==> config.mk <==
export PLATFORM = sky130hd
export DESIGN_NAME = button_hold_tap_detector_top_flat
export DESIGN_NICKNAME = d
export VERILOG_FILES = /design/src/sv/btd_pkg.sv /design/src/sv/btd_if.sv /design/src/sv/button_hold_tap_detector_top.sv /design/src/flat_wrapper.sv
export SDC_FILE = /design/constraint.sdc
export NUM_CORES = 1
export LEC_CHECK = 0
export ABC_AREA = 1
export BUFFER_PORTS_ARGS = -buffer_cell sky130_fd_sc_hd__clkbuf_2
export CORE_ASPECT_RATIO = 1.1
export CORE_MARGIN = 8
export CORE_UTILIZATION = 30
export CTS_BUF_LIST = sky130_fd_sc_hd__clkbuf_16
export DETAILED_ROUTE_END_ITERATION = 6
export SYNTH_ARGS = -nofsm -noshare
export SYNTH_HDL_FRONTEND = slang
export SYNTH_SLANG_ARGS = --single-unit
==> constraint.sdc <==
create_clock -name clk_i -period 21.2 [get_ports clk_i]
set_clock_uncertainty 0.2 [all_clocks]
set_input_delay 4.24 -clock clk_i [delete_from_list [all_inputs] [get_ports clk_i]]
set_output_delay 4.24 -clock clk_i [all_outputs]
set_load 0.02 [all_outputs]
==> src/sv/btd_pkg.sv <==
// Package for the button hold/tap detector.
// Holds the button count, the threshold reset value, Q1.16 constants and the sequencer states.
// No dependencies.
package btd_pkg;

  // Number of buttons in a mask
  localparam int unsigned BUTTONS = 16;
  localparam int unsigned IDX_W   = $clog2(BUTTONS);
  localparam int unsigned BTN_W   = 5;
  localparam int unsigned ACT_W   = 6;
  localparam int unsigned MASK_W  = 16;
  localparam int unsigned DT_W    = 20;
  localparam int unsigned TICK_W  = 32;
  localparam int unsigned PROG_W  = 17;
  localparam int unsigned FRAC_W  = 16;

  localparam logic [TICK_W-1:0] THRESHOLD_RESET = TICK_W'(500000);
  localparam logic [PROG_W-1:0] Q16_ONE         = PROG_W'(65536);
  localparam logic [BTN_W-1:0]  BTN_NONE        = BTN_W'(BUTTONS);

  // One quotient bit per divide step
  localparam int unsigned DIV_STEPS = FRAC_W;
  localparam int unsigned CNT_W     = $clog2(DIV_STEPS + 1);

  typedef enum logic [1:0] {
    ST_IDLE,
    ST_DIV,
    ST_OUT
  } btd_state_e;

endpackage

==> src/sv/btd_if.sv <==
// Handshake channels of the button hold/tap detector: input frame and result.
// Depends on btd_pkg for field widths.
interface btd_frame_if;
  logic                              valid;
  logic                              ready;
  logic [btd_pkg::MASK_W-1:0]        current_mask;
  logic [btd_pkg::MASK_W-1:0]        previous_mask;
  logic [btd_pkg::ACT_W-1:0]         action_index;
  logic [btd_pkg::DT_W-1:0]          delta_time;

  modport source (output valid, current_mask, previous_mask, action_index, delta_time,
                  input ready);
  modport sink   (input valid, current_mask, previous_mask, action_index, delta_time,
                  output ready);
endinterface

interface btd_result_if;
  logic                              valid;
  logic                              ready;
  logic                              accepted;
  logic                              holding;
  logic                              threshold_reached;
  logic                              tapped;
  logic                              held_released;
  logic [btd_pkg::TICK_W-1:0]        held_time;
  logic [btd_pkg::PROG_W-1:0]        progress;
  logic [btd_pkg::BTN_W-1:0]         locked_index;

  modport source (output valid, accepted, holding, threshold_reached, tapped,
                  held_released, held_time, progress, locked_index,
                  input ready);
  modport sink   (input valid, accepted, holding, threshold_reached, tapped,
                  held_released, held_time, progress, locked_index,
                  output ready);
endinterface

==> src/sv/button_hold_tap_detector_top.sv <==
// Top level of the button hold/tap detector: hold tracking and a bit-serial progress divider.
// Depends on btd_pkg and the channel interfaces in btd_if.sv.
//
//  channel   dir  handshake       payload
//  frame_i   in   valid/ready     current_mask, previous_mask, action_index, delta_time
//  result_o  out  valid/ready     accepted, holding, pulses, held_time, progress, locked_index
//  cfg       in   cfg_we_i only   cfg_wdata_i (hold_threshold, zero ignored)
//
// Taking a frame also updates the hold state. While the hold is
// short of its threshold, progress comes from a restoring divider, one quotient bit a cycle,
// sharing one 33-bit compare/subtract. A frame thus goes from idle to the result state,
// through the divide state when needed, plus any stall on result_o; the next frame is taken once the
// result transaction completes. Reset clears the hold state and sets the threshold to 500000.
module button_hold_tap_detector_top (
  input  logic                         clk_i,
  input  logic                         rst_ni,
  input  logic                         cfg_we_i,
  input  logic [btd_pkg::TICK_W-1:0]   cfg_wdata_i,
  btd_frame_if.sink                    frame_i,
  btd_result_if.source                 result_o
);

  btd_pkg::btd_state_e state_q, state_d;

  logic                        is_holding_q, is_holding_d;
  logic                        has_reached_q, has_reached_d;
  logic [btd_pkg::TICK_W-1:0]  held_ticks_q, held_ticks_d;
  logic [btd_pkg::BTN_W-1:0]   held_button_q, held_button_d;
  logic [btd_pkg::TICK_W-1:0]  latched_thr_q, latched_thr_d;
  logic [btd_pkg::TICK_W-1:0]  hold_thr_q;

  logic                        acc_q, acc_d;
  logic                        reach_q, reach_d;
  logic                        tap_q, tap_d;
  logic                        rel_q, rel_d;

  logic [btd_pkg::TICK_W-1:0]  rem_q, rem_d;
  logic [btd_pkg::FRAC_W-1:0]  quo_q, quo_d;
  logic [btd_pkg::PROG_W-1:0]  prog_q, prog_d;
  logic [btd_pkg::CNT_W-1:0]   cnt_q, cnt_d;

  logic                        take;
  logic                        in_range;
  logic                        idx_ok;
  logic [btd_pkg::IDX_W-1:0]   idx;
  logic                        cur, prev, starts;
  logic [btd_pkg::TICK_W-1:0]  base;
  logic [btd_pkg::TICK_W:0]    sum;
  logic [btd_pkg::TICK_W-1:0]  sum_sat;
  logic                        reached_pre;
  logic [btd_pkg::TICK_W-1:0]  latch_new;

  logic [btd_pkg::TICK_W:0]    shifted;
  logic [btd_pkg::TICK_W:0]    diff;
  logic                        ge;

  assign take = frame_i.valid && frame_i.ready;

  // Decode the frame against the current hold
  assign in_range = frame_i.action_index < btd_pkg::ACT_W'(btd_pkg::BUTTONS);
  assign idx_ok   = in_range &&
                    (!is_holding_q || (frame_i.action_index == {1'b0, held_button_q}));
  assign idx      = frame_i.action_index[btd_pkg::IDX_W-1:0];
  assign cur      = frame_i.current_mask[idx];
  assign prev     = frame_i.previous_mask[idx];
  assign starts   = cur && (!prev || !is_holding_q);

  // Accumulate held ticks, saturating
  assign base      = starts ? '0 : held_ticks_q;
  assign sum       = {1'b0, base} + {{(btd_pkg::TICK_W + 1 - btd_pkg::DT_W){1'b0}},
                                     frame_i.delta_time};
  assign sum_sat   = sum[btd_pkg::TICK_W] ? '1 : sum[btd_pkg::TICK_W-1:0];
  assign reached_pre = starts ? 1'b0 : has_reached_q;
  assign latch_new = starts ? hold_thr_q : latched_thr_q;

  // Shared divide step: shift remainder, trial subtract the latched threshold
  assign shifted = {rem_q, 1'b0};
  assign diff    = shifted - {1'b0, latched_thr_q};
  assign ge      = shifted >= {1'b0, latched_thr_q};

  // Sequencer and hold state
  always_comb begin
    state_d       = state_q;
    is_holding_d  = is_holding_q;
    has_reached_d = has_reached_q;
    held_ticks_d  = held_ticks_q;
    held_button_d = held_button_q;
    latched_thr_d = latched_thr_q;
    acc_d         = acc_q;
    reach_d       = reach_q;
    tap_d         = tap_q;
    rel_d         = rel_q;
    rem_d         = rem_q;
    quo_d         = quo_q;
    prog_d        = prog_q;
    cnt_d         = cnt_q;
    frame_i.ready = 1'b0;
    result_o.valid = 1'b0;

    // Threshold write also moves the latched value while no button is held
    if (cfg_we_i && (cfg_wdata_i != '0) && !is_holding_q) begin
      latched_thr_d = cfg_wdata_i;
    end

    case (state_q)
      btd_pkg::ST_IDLE: begin
        frame_i.ready = 1'b1;
        if (take) begin
          acc_d   = idx_ok;
          reach_d = 1'b0;
          tap_d   = 1'b0;
          rel_d   = 1'b0;
          if (idx_ok) begin
            if (cur) begin
              is_holding_d  = 1'b1;
              held_ticks_d  = sum_sat;
              latched_thr_d = latch_new;
              if (starts) begin
                held_button_d = idx_ok ? frame_i.action_index[btd_pkg::BTN_W-1:0]
                                       : held_button_q;
              end
              has_reached_d = reached_pre;
              if (!reached_pre && (sum_sat >= latch_new)) begin
                has_reached_d = 1'b1;
                reach_d       = 1'b1;
              end
            end else begin
              tap_d         = is_holding_q && !has_reached_q;
              rel_d         = is_holding_q && has_reached_q;
              is_holding_d  = 1'b0;
              has_reached_d = 1'b0;
              held_ticks_d  = '0;
              held_button_d = btd_pkg::BTN_NONE;
              latched_thr_d = hold_thr_q;
            end
          end
          // Start the divider only while holding and short of the threshold
          if (is_holding_d && !has_reached_d) begin
            rem_d   = held_ticks_d;
            quo_d   = '0;
            cnt_d   = btd_pkg::CNT_W'(btd_pkg::DIV_STEPS);
            state_d = btd_pkg::ST_DIV;
          end else begin
            prog_d  = is_holding_d ? btd_pkg::Q16_ONE : '0;
            state_d = btd_pkg::ST_OUT;
          end
        end
      end
      btd_pkg::ST_DIV: begin
        rem_d = ge ? diff[btd_pkg::TICK_W-1:0] : shifted[btd_pkg::TICK_W-1:0];
        quo_d = {quo_q[btd_pkg::FRAC_W-2:0], ge};
        cnt_d = cnt_q - btd_pkg::CNT_W'(1);
        if (cnt_q == btd_pkg::CNT_W'(1)) begin
          prog_d  = {1'b0, quo_q[btd_pkg::FRAC_W-2:0], ge};
          state_d = btd_pkg::ST_OUT;
        end
      end
      btd_pkg::ST_OUT: begin
        result_o.valid = 1'b1;
        if (result_o.ready) begin
          state_d = btd_pkg::ST_IDLE;
        end
      end
      default: begin
        state_d = btd_pkg::ST_IDLE;
      end
    endcase
  end

  // Hold the sequencer state
  always_ff @(posedge clk_i or negedge rst_ni) begin
    if (!rst_ni) begin
      state_q <= btd_pkg::ST_IDLE;
    end else begin
      state_q <= state_d;
    end
  end

  // Hold the tracking state and the configured threshold
  always_ff @(posedge clk_i or negedge rst_ni) begin
    if (!rst_ni) begin
      is_holding_q  <= 1'b0;
      has_reached_q <= 1'b0;
      held_ticks_q  <= '0;
      held_button_q <= btd_pkg::BTN_NONE;
      latched_thr_q <= btd_pkg::THRESHOLD_RESET;
      hold_thr_q    <= btd_pkg::THRESHOLD_RESET;
    end else begin
      is_holding_q  <= is_holding_d;
      has_reached_q <= has_reached_d;
      held_ticks_q  <= held_ticks_d;
      held_button_q <= held_button_d;
      latched_thr_q <= latched_thr_d;
      if (cfg_we_i && (cfg_wdata_i != '0)) begin
        hold_thr_q <= cfg_wdata_i;
      end
    end
  end

  // Advance the divider and hold the result payload
  always_ff @(posedge clk_i) begin
    acc_q   <= acc_d;
    reach_q <= reach_d;
    tap_q   <= tap_d;
    rel_q   <= rel_d;
    rem_q   <= rem_d;
    quo_q   <= quo_d;
    prog_q  <= prog_d;
    cnt_q   <= cnt_d;
  end

  // Drive the result payload from the held state
  assign result_o.accepted          = acc_q;
  assign result_o.holding           = is_holding_q;
  assign result_o.threshold_reached = reach_q;
  assign result_o.tapped            = tap_q;
  assign result_o.held_released     = rel_q;
  assign result_o.held_time         = is_holding_q ? held_ticks_q : '0;
  assign result_o.progress          = prog_q;
  assign result_o.locked_index      = held_button_q;

endmodule

==> src/flat_wrapper.sv <==
// flat-port wrapper written by rule: the top's interface ports become plain ports
module button_hold_tap_detector_top_flat 
  (clk_i, rst_ni, cfg_we_i, cfg_wdata_i, frame_i_valid, frame_i_current_mask, frame_i_previous_mask, frame_i_action_index, frame_i_delta_time, frame_i_ready, result_o_valid, result_o_accepted, result_o_holding, result_o_threshold_reached, result_o_tapped, result_o_held_released, result_o_held_time, result_o_progress, result_o_locked_index, result_o_ready);
  btd_frame_if frame_i_i ();
  btd_result_if result_o_i ();
  input  logic clk_i;
  input  logic rst_ni;
  input  logic cfg_we_i;
  input  logic [btd_pkg::TICK_W-1:0] cfg_wdata_i;
  input wire logic [$bits(frame_i_i.valid)-1:0] frame_i_valid;
  input wire logic [$bits(frame_i_i.current_mask)-1:0] frame_i_current_mask;
  input wire logic [$bits(frame_i_i.previous_mask)-1:0] frame_i_previous_mask;
  input wire logic [$bits(frame_i_i.action_index)-1:0] frame_i_action_index;
  input wire logic [$bits(frame_i_i.delta_time)-1:0] frame_i_delta_time;
  output wire logic [$bits(frame_i_i.ready)-1:0] frame_i_ready;
  output wire logic [$bits(result_o_i.valid)-1:0] result_o_valid;
  output wire logic [$bits(result_o_i.accepted)-1:0] result_o_accepted;
  output wire logic [$bits(result_o_i.holding)-1:0] result_o_holding;
  output wire logic [$bits(result_o_i.threshold_reached)-1:0] result_o_threshold_reached;
  output wire logic [$bits(result_o_i.tapped)-1:0] result_o_tapped;
  output wire logic [$bits(result_o_i.held_released)-1:0] result_o_held_released;
  output wire logic [$bits(result_o_i.held_time)-1:0] result_o_held_time;
  output wire logic [$bits(result_o_i.progress)-1:0] result_o_progress;
  output wire logic [$bits(result_o_i.locked_index)-1:0] result_o_locked_index;
  input wire logic [$bits(result_o_i.ready)-1:0] result_o_ready;
  assign frame_i_i.valid = frame_i_valid;
  assign frame_i_i.current_mask = frame_i_current_mask;
  assign frame_i_i.previous_mask = frame_i_previous_mask;
  assign frame_i_i.action_index = frame_i_action_index;
  assign frame_i_i.delta_time = frame_i_delta_time;
  assign frame_i_ready = frame_i_i.ready;
  assign result_o_valid = result_o_i.valid;
  assign result_o_accepted = result_o_i.accepted;
  assign result_o_holding = result_o_i.holding;
  assign result_o_threshold_reached = result_o_i.threshold_reached;
  assign result_o_tapped = result_o_i.tapped;
  assign result_o_held_released = result_o_i.held_released;
  assign result_o_held_time = result_o_i.held_time;
  assign result_o_progress = result_o_i.progress;
  assign result_o_locked_index = result_o_i.locked_index;
  assign result_o_i.ready = result_o_ready;
  button_hold_tap_detector_top u_core (.clk_i(clk_i), .rst_ni(rst_ni), .cfg_we_i(cfg_we_i), .cfg_wdata_i(cfg_wdata_i), .frame_i(frame_i_i), .result_o(result_o_i));
endmodule
==> out/summary.txt, run 1 <==
Power Internal = 1.164 mW
Post-synth EDFFs = 73
Overflow left after global routing = 0
Initial Utilization = 30.16%
Final Net Count = 2098
Final WS setup = 10090 ps
Critical-path top delay cell = nand2_2
Die area = 51320 um^2
First-pass GRT wire length = 70.00 mm
Port bufs = 155
Net Sw Power = 1.187 mW
P per Cell Area = 154.9 nW/um^2
Post-route cell area = 15180 um^2
Final hold violation count = 0
Period utilization = 52.42%
Flop pwr share = 24.8%
Top cells by area, synth = dfrtp_1 (17%), edfxtp_1 (16%), nand2_1 (12%)
Crit path buf inv count = 5
Highest metal used = met4
Status = finished clean
Power share of the combinational group = 61.2%
CTS max path bufs = 2
Clk_lat worst skew = 460 ps
Pwr Total = 2.351 mW
Top cell type's share of synthesized area = 16.94%
Crit Path Max Fanout = 82
CTS tree = built
Layout cells sized above 1 = 14.68%
Detailed-route wire length = 44.17 mm
Final Max Slew Viols = 0
Layout area overhead = 14.19%
Crit start category = primary input
CTS root buf = clkbuf_16
CORE AREA = 44090 um^2
DRT iter0 DRCs = 826
Slew headroom = 35.25%
Boundary pin count = 156
Cell mode on critical path = nand2_1
Met3 WL post-DR = 2.007 mm
Post-route ant nets = 0
Worst hold margin = 270.3 ps
Place WS = 9744 ps
Vias per Instance = 5.098
Asr flop ratio synth = 58.99%
Detailed Place HPWL = 33.75 mm
MaxCap Viol Count = 0
Peak supply drop = 0.08693 mV
Standby leakage power = 7.389 nW
Net Sw Frac = 50.50%
GPL Wtd Cong = 0.9535
Mapped cell area = 13300 um^2
Fmax = 89.98 MHz
CTS clock-pin slew for the worst setup and hold paths = 70 ps
Pre-antenna DRT Iters = 5
Unrepaired setup endpoints after global routing = false
Distinct cells, synth = 53
Sinks on Clock Net = 178
Worst Path Required = 21080 ps
Total track usage = 17.02%
Net count after synthesis = 1988
Htree depth = 4
Post-synthesis cell count = 1805
Min cycle time layout = 11110 ps
DRC = 0
Fill cells = 4736
Worst path max stage delay = 700 ps
Placed Area = 14590 um^2
Setup-failing EPs final = 0
Die extent in y = 236.8 um
# hold bufs at CTS = 0
CP Class = in2reg
Post-CTS Resized = 0
Main synth FF type = dfrtp_1
Vias in the first global route = 12580
Crit end category = flop
Avg Cell Area, Syn = 7.366 um^2
DR WL/cell = 17.60 um
Met2 wire length = 21.11 mm
Via count = 12800
Die W = 216.7 um
WP data arrival = 11000 ps
FP Rows = 81
Clock power share = 13.9%
Cell family with most CP delay = simple AND/OR/NAND/NOR gates
Total negative slack = 0 ps
Post-synthesis sequential area ratio = 36.39%
Post-synthesis register bit count = 178
Setup Buffers After CTS = 0
Largest net degree at the start of global routing = 83
Antenna violations before repair = 4
Worst-margin pin slew = 971.3 ps
Met1 WL = 19.88 mm
Type of the most critical hold path = reg2reg
TritonCTS Buffers = 17
Cell taking the most area after synthesis = dfrtp_1
Yosys warning total = 0
area by class of cell:
type                    count  area (um^2)  area share, %
inverters                 238        895.9          5.901
clock inverters            15        167.7          1.104
diodes                      1        2.502        0.01648
multi-input cells        1311         7242          47.70
flip-flops and latches    178         4838          31.87
clock buffers              17        425.4          2.802
repair buffers            169        883.3          5.818
well taps                 581        726.9          4.788
worst reg2reg max path: cells and delay by family (launching register included):
kind	cells	cell delay (ps)
compound gates	7	1340
flops	1	330
fa+ha+maj	2	540
simple gates	21	2950
buf+inv	4	1410
worst paths after layout:
kind	from	endpoint	slack, ps	cells after the start
max in group asynchronous	rst_ni	u_core.result_o.locked_index[2]$_DFFE_PN0P_	15880	2
worst min-delay path	u_core.result_o.locked_index[4]$_DFFE_PN1P_	u_core.result_o.locked_index[4]$_DFFE_PN1P_	270	2
worst min register to register	u_core.result_o.locked_index[4]$_DFFE_PN1P_	u_core.result_o.locked_index[4]$_DFFE_PN1P_	270	2
worst max-delay path	frame_i_action_index[0]	u_core.rem_q[4]$_DFFE_PP_	10090	41
worst max register to register	u_core.result_o.holding$_DFFE_PN0P_	u_core.rem_q[4]$_DFFE_PP_	14030	34
min in group asynchronous	rst_ni	u_core.hold_thr_q[9]$_DFFE_PN0P_	3550	1
metal layers:
layer,vias to the layer above,track usage (%)
met5,-,0
met4,0,5.393
met3,60,2.974
met2,380,28.66
met1,6067,21.89
li1,6288,-
cells in the final DEF, fill, tap and decap left out, types with 51 or more instances in the layout:
cell	instances
nand4_1	51
edfxtp_1	73
o21ai_0	156
dfrtp_1	90
a21oi_1	94
nand2_1	436
clkbuf_2	154
ha_1	86
inv_1	232
nand3_1	57
nor2_1	158
Yosys cell counts, types with 25 or more instances:
cell	number
nor2_1	163
edfxtp_1	73
o221ai_1	31
inv_1	232
dfrtp_1	90
o22ai_1	31
o21ai_0	156
a21oi_1	94
o21ai_1	32
nand3_1	58
nand4_1	51
clkbuf_1	52
xor2_1	25
nand2_1	437
ha_1	86
state kept, by name, summed over array words and instances (netlist names):
signal / flops
u_core.cnt_q: 5
u_core.has_reached_q: 1
u_core.held_ticks_q: 32
u_core.hold_thr_q: 32
u_core.latched_thr_q: 32
u_core.quo_q: 15
u_core.rem_q: 32
u_core.result_o.accepted: 1
u_core.result_o.held_released: 1
u_core.result_o.holding: 1
u_core.result_o.locked_index: 5
u_core.result_o.progress: 17
u_core.result_o.tapped: 1
u_core.result_o.threshold_reached: 1
u_core.state_q: 2
stage by stage:
step | util, % | std cells
finish | 34.44 | 2510
global route | 34.44 | 2510
CTS | 34.43 | 2509
detailed placement | 33.09 | 2477
global placement | 33.09 | 2477
floorplan | - | 1805
power groups by stage:
stage	Clock, mW	Combinational (mW)	Sequential (mW)
after floorplan	0	1.01	0.601
after global placement	0	1.41	0.588
after detailed placement	0	1.43	0.590
after CTS	0.333	1.44	0.584
after global routing	0.347	1.61	0.597
final	0.328	1.44	0.583
kinds of logic (layout without fill, tap and decap cells):
kind of cell               Yosys count  in the layout  share of synthesized area, %
AOI/OAI and AO/OA                  401            401                         17.40
DFF                                178            178                         36.39
other                                0              1                             0
adders and majority gates           88             88                         8.395
xor gates and xnor gates            44             44                         2.899
muxes                                3              3                        0.2541
buffers and inverters              316            439                         9.449
and+or+nand+nor                    775            775                         25.21
(Power assumes the default switching activity.)
==> run 2: changes to the inputs <==
--- a/config.mk
+++ b/config.mk
@@ -5,7 +5,7 @@
 export SDC_FILE = /design/constraint.sdc
 export NUM_CORES = 1
 export LEC_CHECK = 0
-export ABC_AREA = 1
+export ABC_AREA = 0
 export BUFFER_PORTS_ARGS = -buffer_cell sky130_fd_sc_hd__clkbuf_2
 export CORE_ASPECT_RATIO = 1.1
 export CORE_MARGIN = 8
==> constraint.sdc (replaced) <==
create_clock -name clk_i -period 11.1 [get_ports clk_i]
set_clock_uncertainty 0.2 [all_clocks]
set_input_delay 2.22 -clock clk_i [delete_from_list [all_inputs] [get_ports clk_i]]
set_output_delay 2.22 -clock clk_i [all_outputs]
set_load 0.02 [all_outputs]
==> out/summary.txt, run 2 <==
Post-synth EDFFs = 73 (unchanged)
Min cycle time layout = 9127 ps
Util after Layout = 34.89% (+0.45 points)
ANT cells = 0 (-1)
Flop pwr share = 26.8% (+2.0 points)
Worst Path Required = 11020 ps (-10060 ps)
CTS clock-pin slew for the worst setup and hold paths = 80 ps (about the same)
Place WS = 1532 ps (-8212 ps)
WP data arrival = 9050 ps (-1950 ps)
CTS tree = built
Total negative slack = 0 ps (unchanged)
Type of the most critical hold path = reg2reg
FP Rows = 79 (-2.5%)
Vias per Instance = 5.406 (+6.1%)
Sinks on Clock Net = 178 (unchanged)
Standby leakage power = 6.570 nW (-11%)
Cell family with most CP delay = compound AO/OA/AOI/OAI gates
Post-synthesis sequential area ratio = 37.82% (+1.4 points)
CTS root buf = clkbuf_16
Detailed-route wire length = 40.76 mm (-7.7%)
Largest net degree at the start of global routing = 74 (-11%)
Post-CTS Resized = 0 (unchanged)
Asr flop ratio synth = 58.99% (unchanged)
Peak supply drop = 0.1565 mV (+80%)
Die area = 49520 um^2 (-3.5%)
DRC = 0 (unchanged)
Detailed Place HPWL = 31.18 mm (-7.6%)
DR WL/cell = 20.10 um (+14%)
Most frequent cells in the layout = clkbuf_2 (154), nand2_1 (145), mux2i_1 (97)
CTS max path bufs = 2 (unchanged)
TritonCTS Buffers = 17 (unchanged)
Main synth FF type = dfrtp_1
MaxCap Viol Count = 0 (unchanged)
Post-synthesis cell count = 1323 (-27%)
Avg Cell Area, Syn = 9.671 um^2 (+31%)
Die W = 212.9 um (-1.8%)
Port bufs = 155 (unchanged)
Final Max Slew Viols = 0 (unchanged)
Slew headroom = 25.28% (-10 points)
P per Cell Area = 304.3 nW/um^2 (+97%)
Clk_lat worst skew = 450 ps (about the same)
Period utilization = 82.22%
Top cell type's share of synthesized area = 17.60% (+0.66 points)
Unrepaired setup endpoints after global routing = false
Crit start category = primary input
Power share of the combinational group = 59.8% (-1.4 points)
Boundary pin count = 156 (unchanged)
Net count after synthesis = 1506 (-24%)
Crit path buf inv count = 4 (-1)
Setup Buffers After CTS = 0 (unchanged)
Pre-antenna DRT Iters = 5 (unchanged)
Cell taking the most area after synthesis = dfrtp_1
Setup-failing EPs final = 0 (unchanged)
Clock power share = 13.4% (-0.5 points)
Post-synthesis register bit count = 178 (unchanged)
Crit end category = flop
Final hold violation count = 0 (unchanged)
DRT iter0 DRCs = 758 (-8.2%)
Top cells by area, synth = dfrtp_1 (18%), edfxtp_1 (17%), ha_1 (8.4%)
CP Class = in2reg
Crit Path Max Fanout = 52 (-37%)
Layout area overhead = 15.10%
Final WS setup = 1973 ps (-8114 ps)
Worst-margin pin slew = 1117 ps (+145.4 ps)
GPL Wtd Cong = 0.9181 (-3.7%)
Overflow left after global routing = 0 (unchanged)
Net Sw Power = 2.120 mW (+79%)
Worst path max stage delay = 830 ps (+130 ps)
Layout cells sized above 1 = 19.64% (+5.0 points)
Htree depth = 4 (unchanged)
Top post-synthesis cells by count = nand2_1 (146), mux2i_1 (98), a21oi_1 (92)
Antenna violations before repair = 0 (-4)
Mapped cell area = 12790 um^2 (-3.8%)
Die extent in y = 232.6 um (-1.8%)
Via count = 10960 (-14%)
Power Internal = 2.361 mW (+100%)
Distinct cells, synth = 79 (+49%)
# hold bufs at CTS = 0 (unchanged)
Most numerous cell in the Yosys netlist = nand2_1
Final Net Count = 1631 (-22%)
CORE AREA = 42210 um^2 (-4.3%)
Initial Utilization = 30.31% (+0.16 points)
Commonest non-fill, non-tap cell in the layout = clkbuf_2
Vias in the first global route = 10680 (-15%)
Status = finished clean
Critical-path top delay cell = a2111oi_4
Yosys warning total = 0 (unchanged)
Fmax = 109.6 MHz
Total track usage = 16.37% (-0.65 points)
First-pass GRT wire length = 63.22 mm (-9.7%)
Post-route ant nets = 0 (unchanged)
Net Sw Frac = 47.32% (-3.2 points)
run 2: power by group through the flow:
stage	sequential, mW	combinational, mW	clock [mW]
detailed placement	1.21	2.64	0
CTS	1.20	2.66	0.611
global route	1.23	2.96	0.641
finish	1.20	2.68	0.600
floorplan	1.16	1.96	0
global placement	1.21	2.60	0
run 2: layout make-up:
class / instances / area, um^2
fill: 4315 / 27480
multi-input combinational: 1014 / 7453
sequential: 178 / 4838
timing repair buffer: 171 / 910.9
tap: 567 / 709.4
clock buffer: 17 / 425.4
inverter: 66 / 247.7
clock inverter: 15 / 141.4
run 2: metrics by stage:
stage | hold slack, ps | area [um^2] | power (mW) | std cells
floorplan | 266.9 | 12790 | 3.123 | 1323
global placement | 280.9 | 14160 | 3.810 | 1996
detailed placement | 292.3 | 14160 | 3.850 | 1996
CTS | 312.2 | 14730 | 4.468 | 2028
global route | 339.4 | 14730 | 4.827 | 2028
finish | 318.5 | 14730 | 4.481 | 2028
run 2: cells by family after synthesis:
logic type / Yosys count / share of synthesized area [%]
compound gates: 331 / 18.25
simple gates: 403 / 15.33
mux: 140 / 12.07
fa+ha+maj: 88 / 8.723
flops: 178 / 37.82
xor+xnor: 52 / 3.560
buf+inv: 131 / 4.254
run 2: tightest hold or removal path, delay by kind of cell, from the launching register on:
family	cells	cell delay, ps
AOI/OAI and AO/OA	1	60
DFF	1	370
and+or+nand+nor	1	50
run 2: layer usage:
metal | GRT usage [%] | wire length, um | up-vias
li1 | - | - | 5157
met1 | 22.92 | 18640 | 5385
met2 | 25.74 | 18780 | 374
met3 | 2.328 | 2331 | 48
met4 | 5.071 | 1009 | 0
met5 | 0 | 0 | -
run 2: worst paths after layout:
path                                                           from                                 end  slack [ps]  cells after the start
max in group asynchronous                                    rst_ni   u_core.hold_thr_q[20]$_DFFE_PN0P_        7770                      2
worst min-delay path              u_core.hold_thr_q[28]$_DFFE_PN0P_  u_core.latched_thr_q[28]$_DFF_PN0_         320                      2
min in group asynchronous                                    rst_ni  u_core.latched_thr_q[26]$_DFF_PN0_        1600                      1
worst max register to register  u_core.result_o.holding$_DFFE_PN0P_          u_core.rem_q[20]$_DFFE_PP_        4350                     25
worst min register to register    u_core.hold_thr_q[28]$_DFFE_PN0P_  u_core.latched_thr_q[28]$_DFF_PN0_         320                      2
worst max-delay path                        frame_i_action_index[0]          u_core.rem_q[20]$_DFFE_PP_        1970                     27
==> run 3: changes to the inputs <==
==> constraint.sdc (replaced) <==
create_clock -name clk_i -period 9.1 [get_ports clk_i]
set_clock_uncertainty 0.2 [all_clocks]
set_input_delay 1.82 -clock clk_i [delete_from_list [all_inputs] [get_ports clk_i]]
set_output_delay 1.82 -clock clk_i [all_outputs]
set_load 0.02 [all_outputs]
==> out/summary.txt, run 3 (synthesis results as in run 2) <==
Type of the most critical hold path = reg2reg
CP Class = in2reg
Detailed Place HPWL = 32.01 mm (+2.7%)
Port bufs = 155 (unchanged)
Antenna violations before repair = 0 (unchanged)
Final Net Count = 1635 (+0.25%)
First-pass GRT wire length = 64.02 mm (+1.3%)
# hold bufs at CTS = 0 (unchanged)
Worst path max stage delay = 550 ps (-280 ps)
RR Startpoint = u_core.result_o.holding$_DFFE_PN0P_
Commonest non-fill, non-tap cell in the layout = clkbuf_2
Largest net degree at the start of global routing = 74 (unchanged)
CTS tree = built
Power share of the combinational group = 60.1% (+0.3 points)
Net Sw Power = 2.620 mW (+24%)
DR WL/cell = 20.63 um (+2.7%)
Peak supply drop = 0.1763 mV (+13%)
Layout cells sized above 1 = 19.86% (+0.22 points)
Post-route ant nets = 0 (unchanged)
Clock power share = 13.3% (about the same)
Slew headroom = 27.36% (+2.1 points)
Worst Path Required = 9020 ps (-2000 ps)
CTS root buf = clkbuf_16
P per Cell Area = 375.3 nW/um^2 (+23%)
Final Max Slew Viols = 0 (unchanged)
Total track usage = 16.76% (+0.39 points)
Net Sw Frac = 47.27% (-0.055 points)
Sinks on Clock Net = 178 (unchanged)
Layout area overhead = 15.42%
CTS max path bufs = 2 (unchanged)
Power Internal = 2.923 mW (+24%)
Pwr Total = 5.542 mW (+24%)
ANT cells = 0 (unchanged)
Crit path buf inv count = 5 (+1)
Min-Delay Endpoint = u_core.latched_thr_q[14]$_DFF_PN0_
Critical-path top delay cell = mux4_2
CTS clock-pin slew for the worst setup and hold paths = 70 ps (about the same)
Die area = 49520 um^2 (unchanged)
Crit start category = primary input
MaxCap Viol Count = 0 (unchanged)
WP data arrival = 8320 ps (-730 ps)
Boundary pin count = 156 (unchanged)
Period utilization = 92.28%
FP Rows = 79 (unchanged)
Hold path startpoint = u_core.hold_thr_q[14]$_DFFE_PN0P_
Total negative slack = 0 ps (unchanged)
Pre-antenna DRT Iters = 5 (unchanged)
Unrepaired setup endpoints after global routing = false
Detailed-route wire length = 41.93 mm (+2.9%)
DRC = 0 (unchanged)
Final hold violation count = 0 (unchanged)
GPL Wtd Cong = 0.9604 (+4.6%)
Die extent in y = 232.6 um (unchanged)
TritonCTS Buffers = 17 (unchanged)
Flop-to-flop setup slack = 2600 ps (-1750 ps)
Post-CTS Resized = 0 (unchanged)
Clk_lat worst skew = 440 ps (about the same)
Hold path depth = 2 (unchanged)
Cell mode on critical path = nand3_1
Crit Path Max Fanout = 52 (unchanged)
Overflow left after global routing = 0 (unchanged)
Min cycle time layout = 8398 ps
Htree depth = 4 (unchanged)
Fmax = 119.1 MHz
Setup Buffers After CTS = 0 (unchanged)
Standby leakage power = 6.603 nW (+0.50%)
Reg2reg end = u_core.rem_q[5]$_DFFE_PP_
DRT iter0 DRCs = 945 (+25%)
Status = finished clean
Worst-margin pin slew = 1090 ps (-27.09 ps)
Cell family with most CP delay = compound AO/OA/AOI/OAI gates
Setup-failing EPs final = 0 (unchanged)
Vias per Instance = 5.382 (-0.45%)
Via count = 10940 (-0.26%)
Initial Utilization = 30.31% (unchanged)
Die W = 212.9 um (unchanged)
Flop pwr share = 26.5% (-0.3 points)
Most frequent cells in the layout = clkbuf_2 (154), nand2_1 (145), mux2i_1 (97)
Vias in the first global route = 10700 (+0.15%)
Crit end category = flop
R2R depth = 26 (+4.0%)
CORE AREA = 42210 um^2 (unchanged)
CP startpoint = frame_i_action_index[0]
run 3: cell count changes in the layout (fill, tap and decap cells not counted), sizes merged:
| cell | delta |
|---|---|
| inv | -2 |
| buf | +4 |
| clkbuf | +1 |
| bufinv | +1 |
run 3: how the worst max path moves through the flow:
stage	endpoint	slack [ps]	cells after the start
floorplan	u_core.result_o.progress[0]$_SDFFCE_PN0P_	650	24
global placement	u_core.rem_q[4]$_DFFE_PP_	500	28
detailed placement	u_core.rem_q[6]$_DFFE_PP_	280	28
CTS	u_core.quo_q[5]$_SDFFCE_PN0P_	730	28
global route	u_core.rem_q[20]$_DFFE_PP_	290	28
finish	u_core.rem_q[5]$_DFFE_PP_	700	28
run 3: stage by stage:
stage	utilization (%)	hold slack (ps)	std cells	worst slack, ps	area, um^2
2_1_floorplan	-	266.9	1323	646.8	12790
3_3_place_gp	33.62	281.6	2000	504.2	14190
3_5_place_dp	33.62	298.8	2000	283.5	14190
4_1_cts	34.99	314.8	2032	730.6	14770
5_1_grt	34.99	341.4	2032	287.3	14770
6_report	34.99	312.6	2032	702.1	14770
run 3: area by class of cell:
| type | count | area, um^2 |
|---|---|---|
| Inverter | 66 | 247.7 |
| Clock buffer | 18 | 450.4 |
| Multi-Input combinational cell | 1014 | 7453 |
| Tap cell | 567 | 709.4 |
| Timing Repair Buffer | 175 | 940.9 |
| Sequential cell | 178 | 4838 |
| Clock inverter | 14 | 127.6 |
| Fill cell | 4318 | 27440 |
run 3: tightest hold or removal path: cells and delay by family (launching register included):
family | cells | cell delay [ps]
compound gates | 1 | 60
flops | 1 | 360
simple gates | 1 | 50
run 3: per-layer routing:
layer | vias to the layer above | routed length, um | GRT usage [%]
met5 | - | 0 | 0
met4 | 0 | 869 | 4.748
met3 | 47 | 2749 | 3.055
met2 | 400 | 19260 | 26.26
met1 | 5330 | 19050 | 23.31
li1 | 5159 | - | -
run 3: power by group through the flow:
stage                     logic [mW]  registers (mW)  clock network [mW]
after detailed placement        3.28            1.48                   0
after floorplan                 2.39            1.42                   0
after global placement          3.24            1.47                   0
final                           3.33            1.47               0.738
after global routing            3.67            1.51               0.786
after CTS                       3.30            1.47               0.752
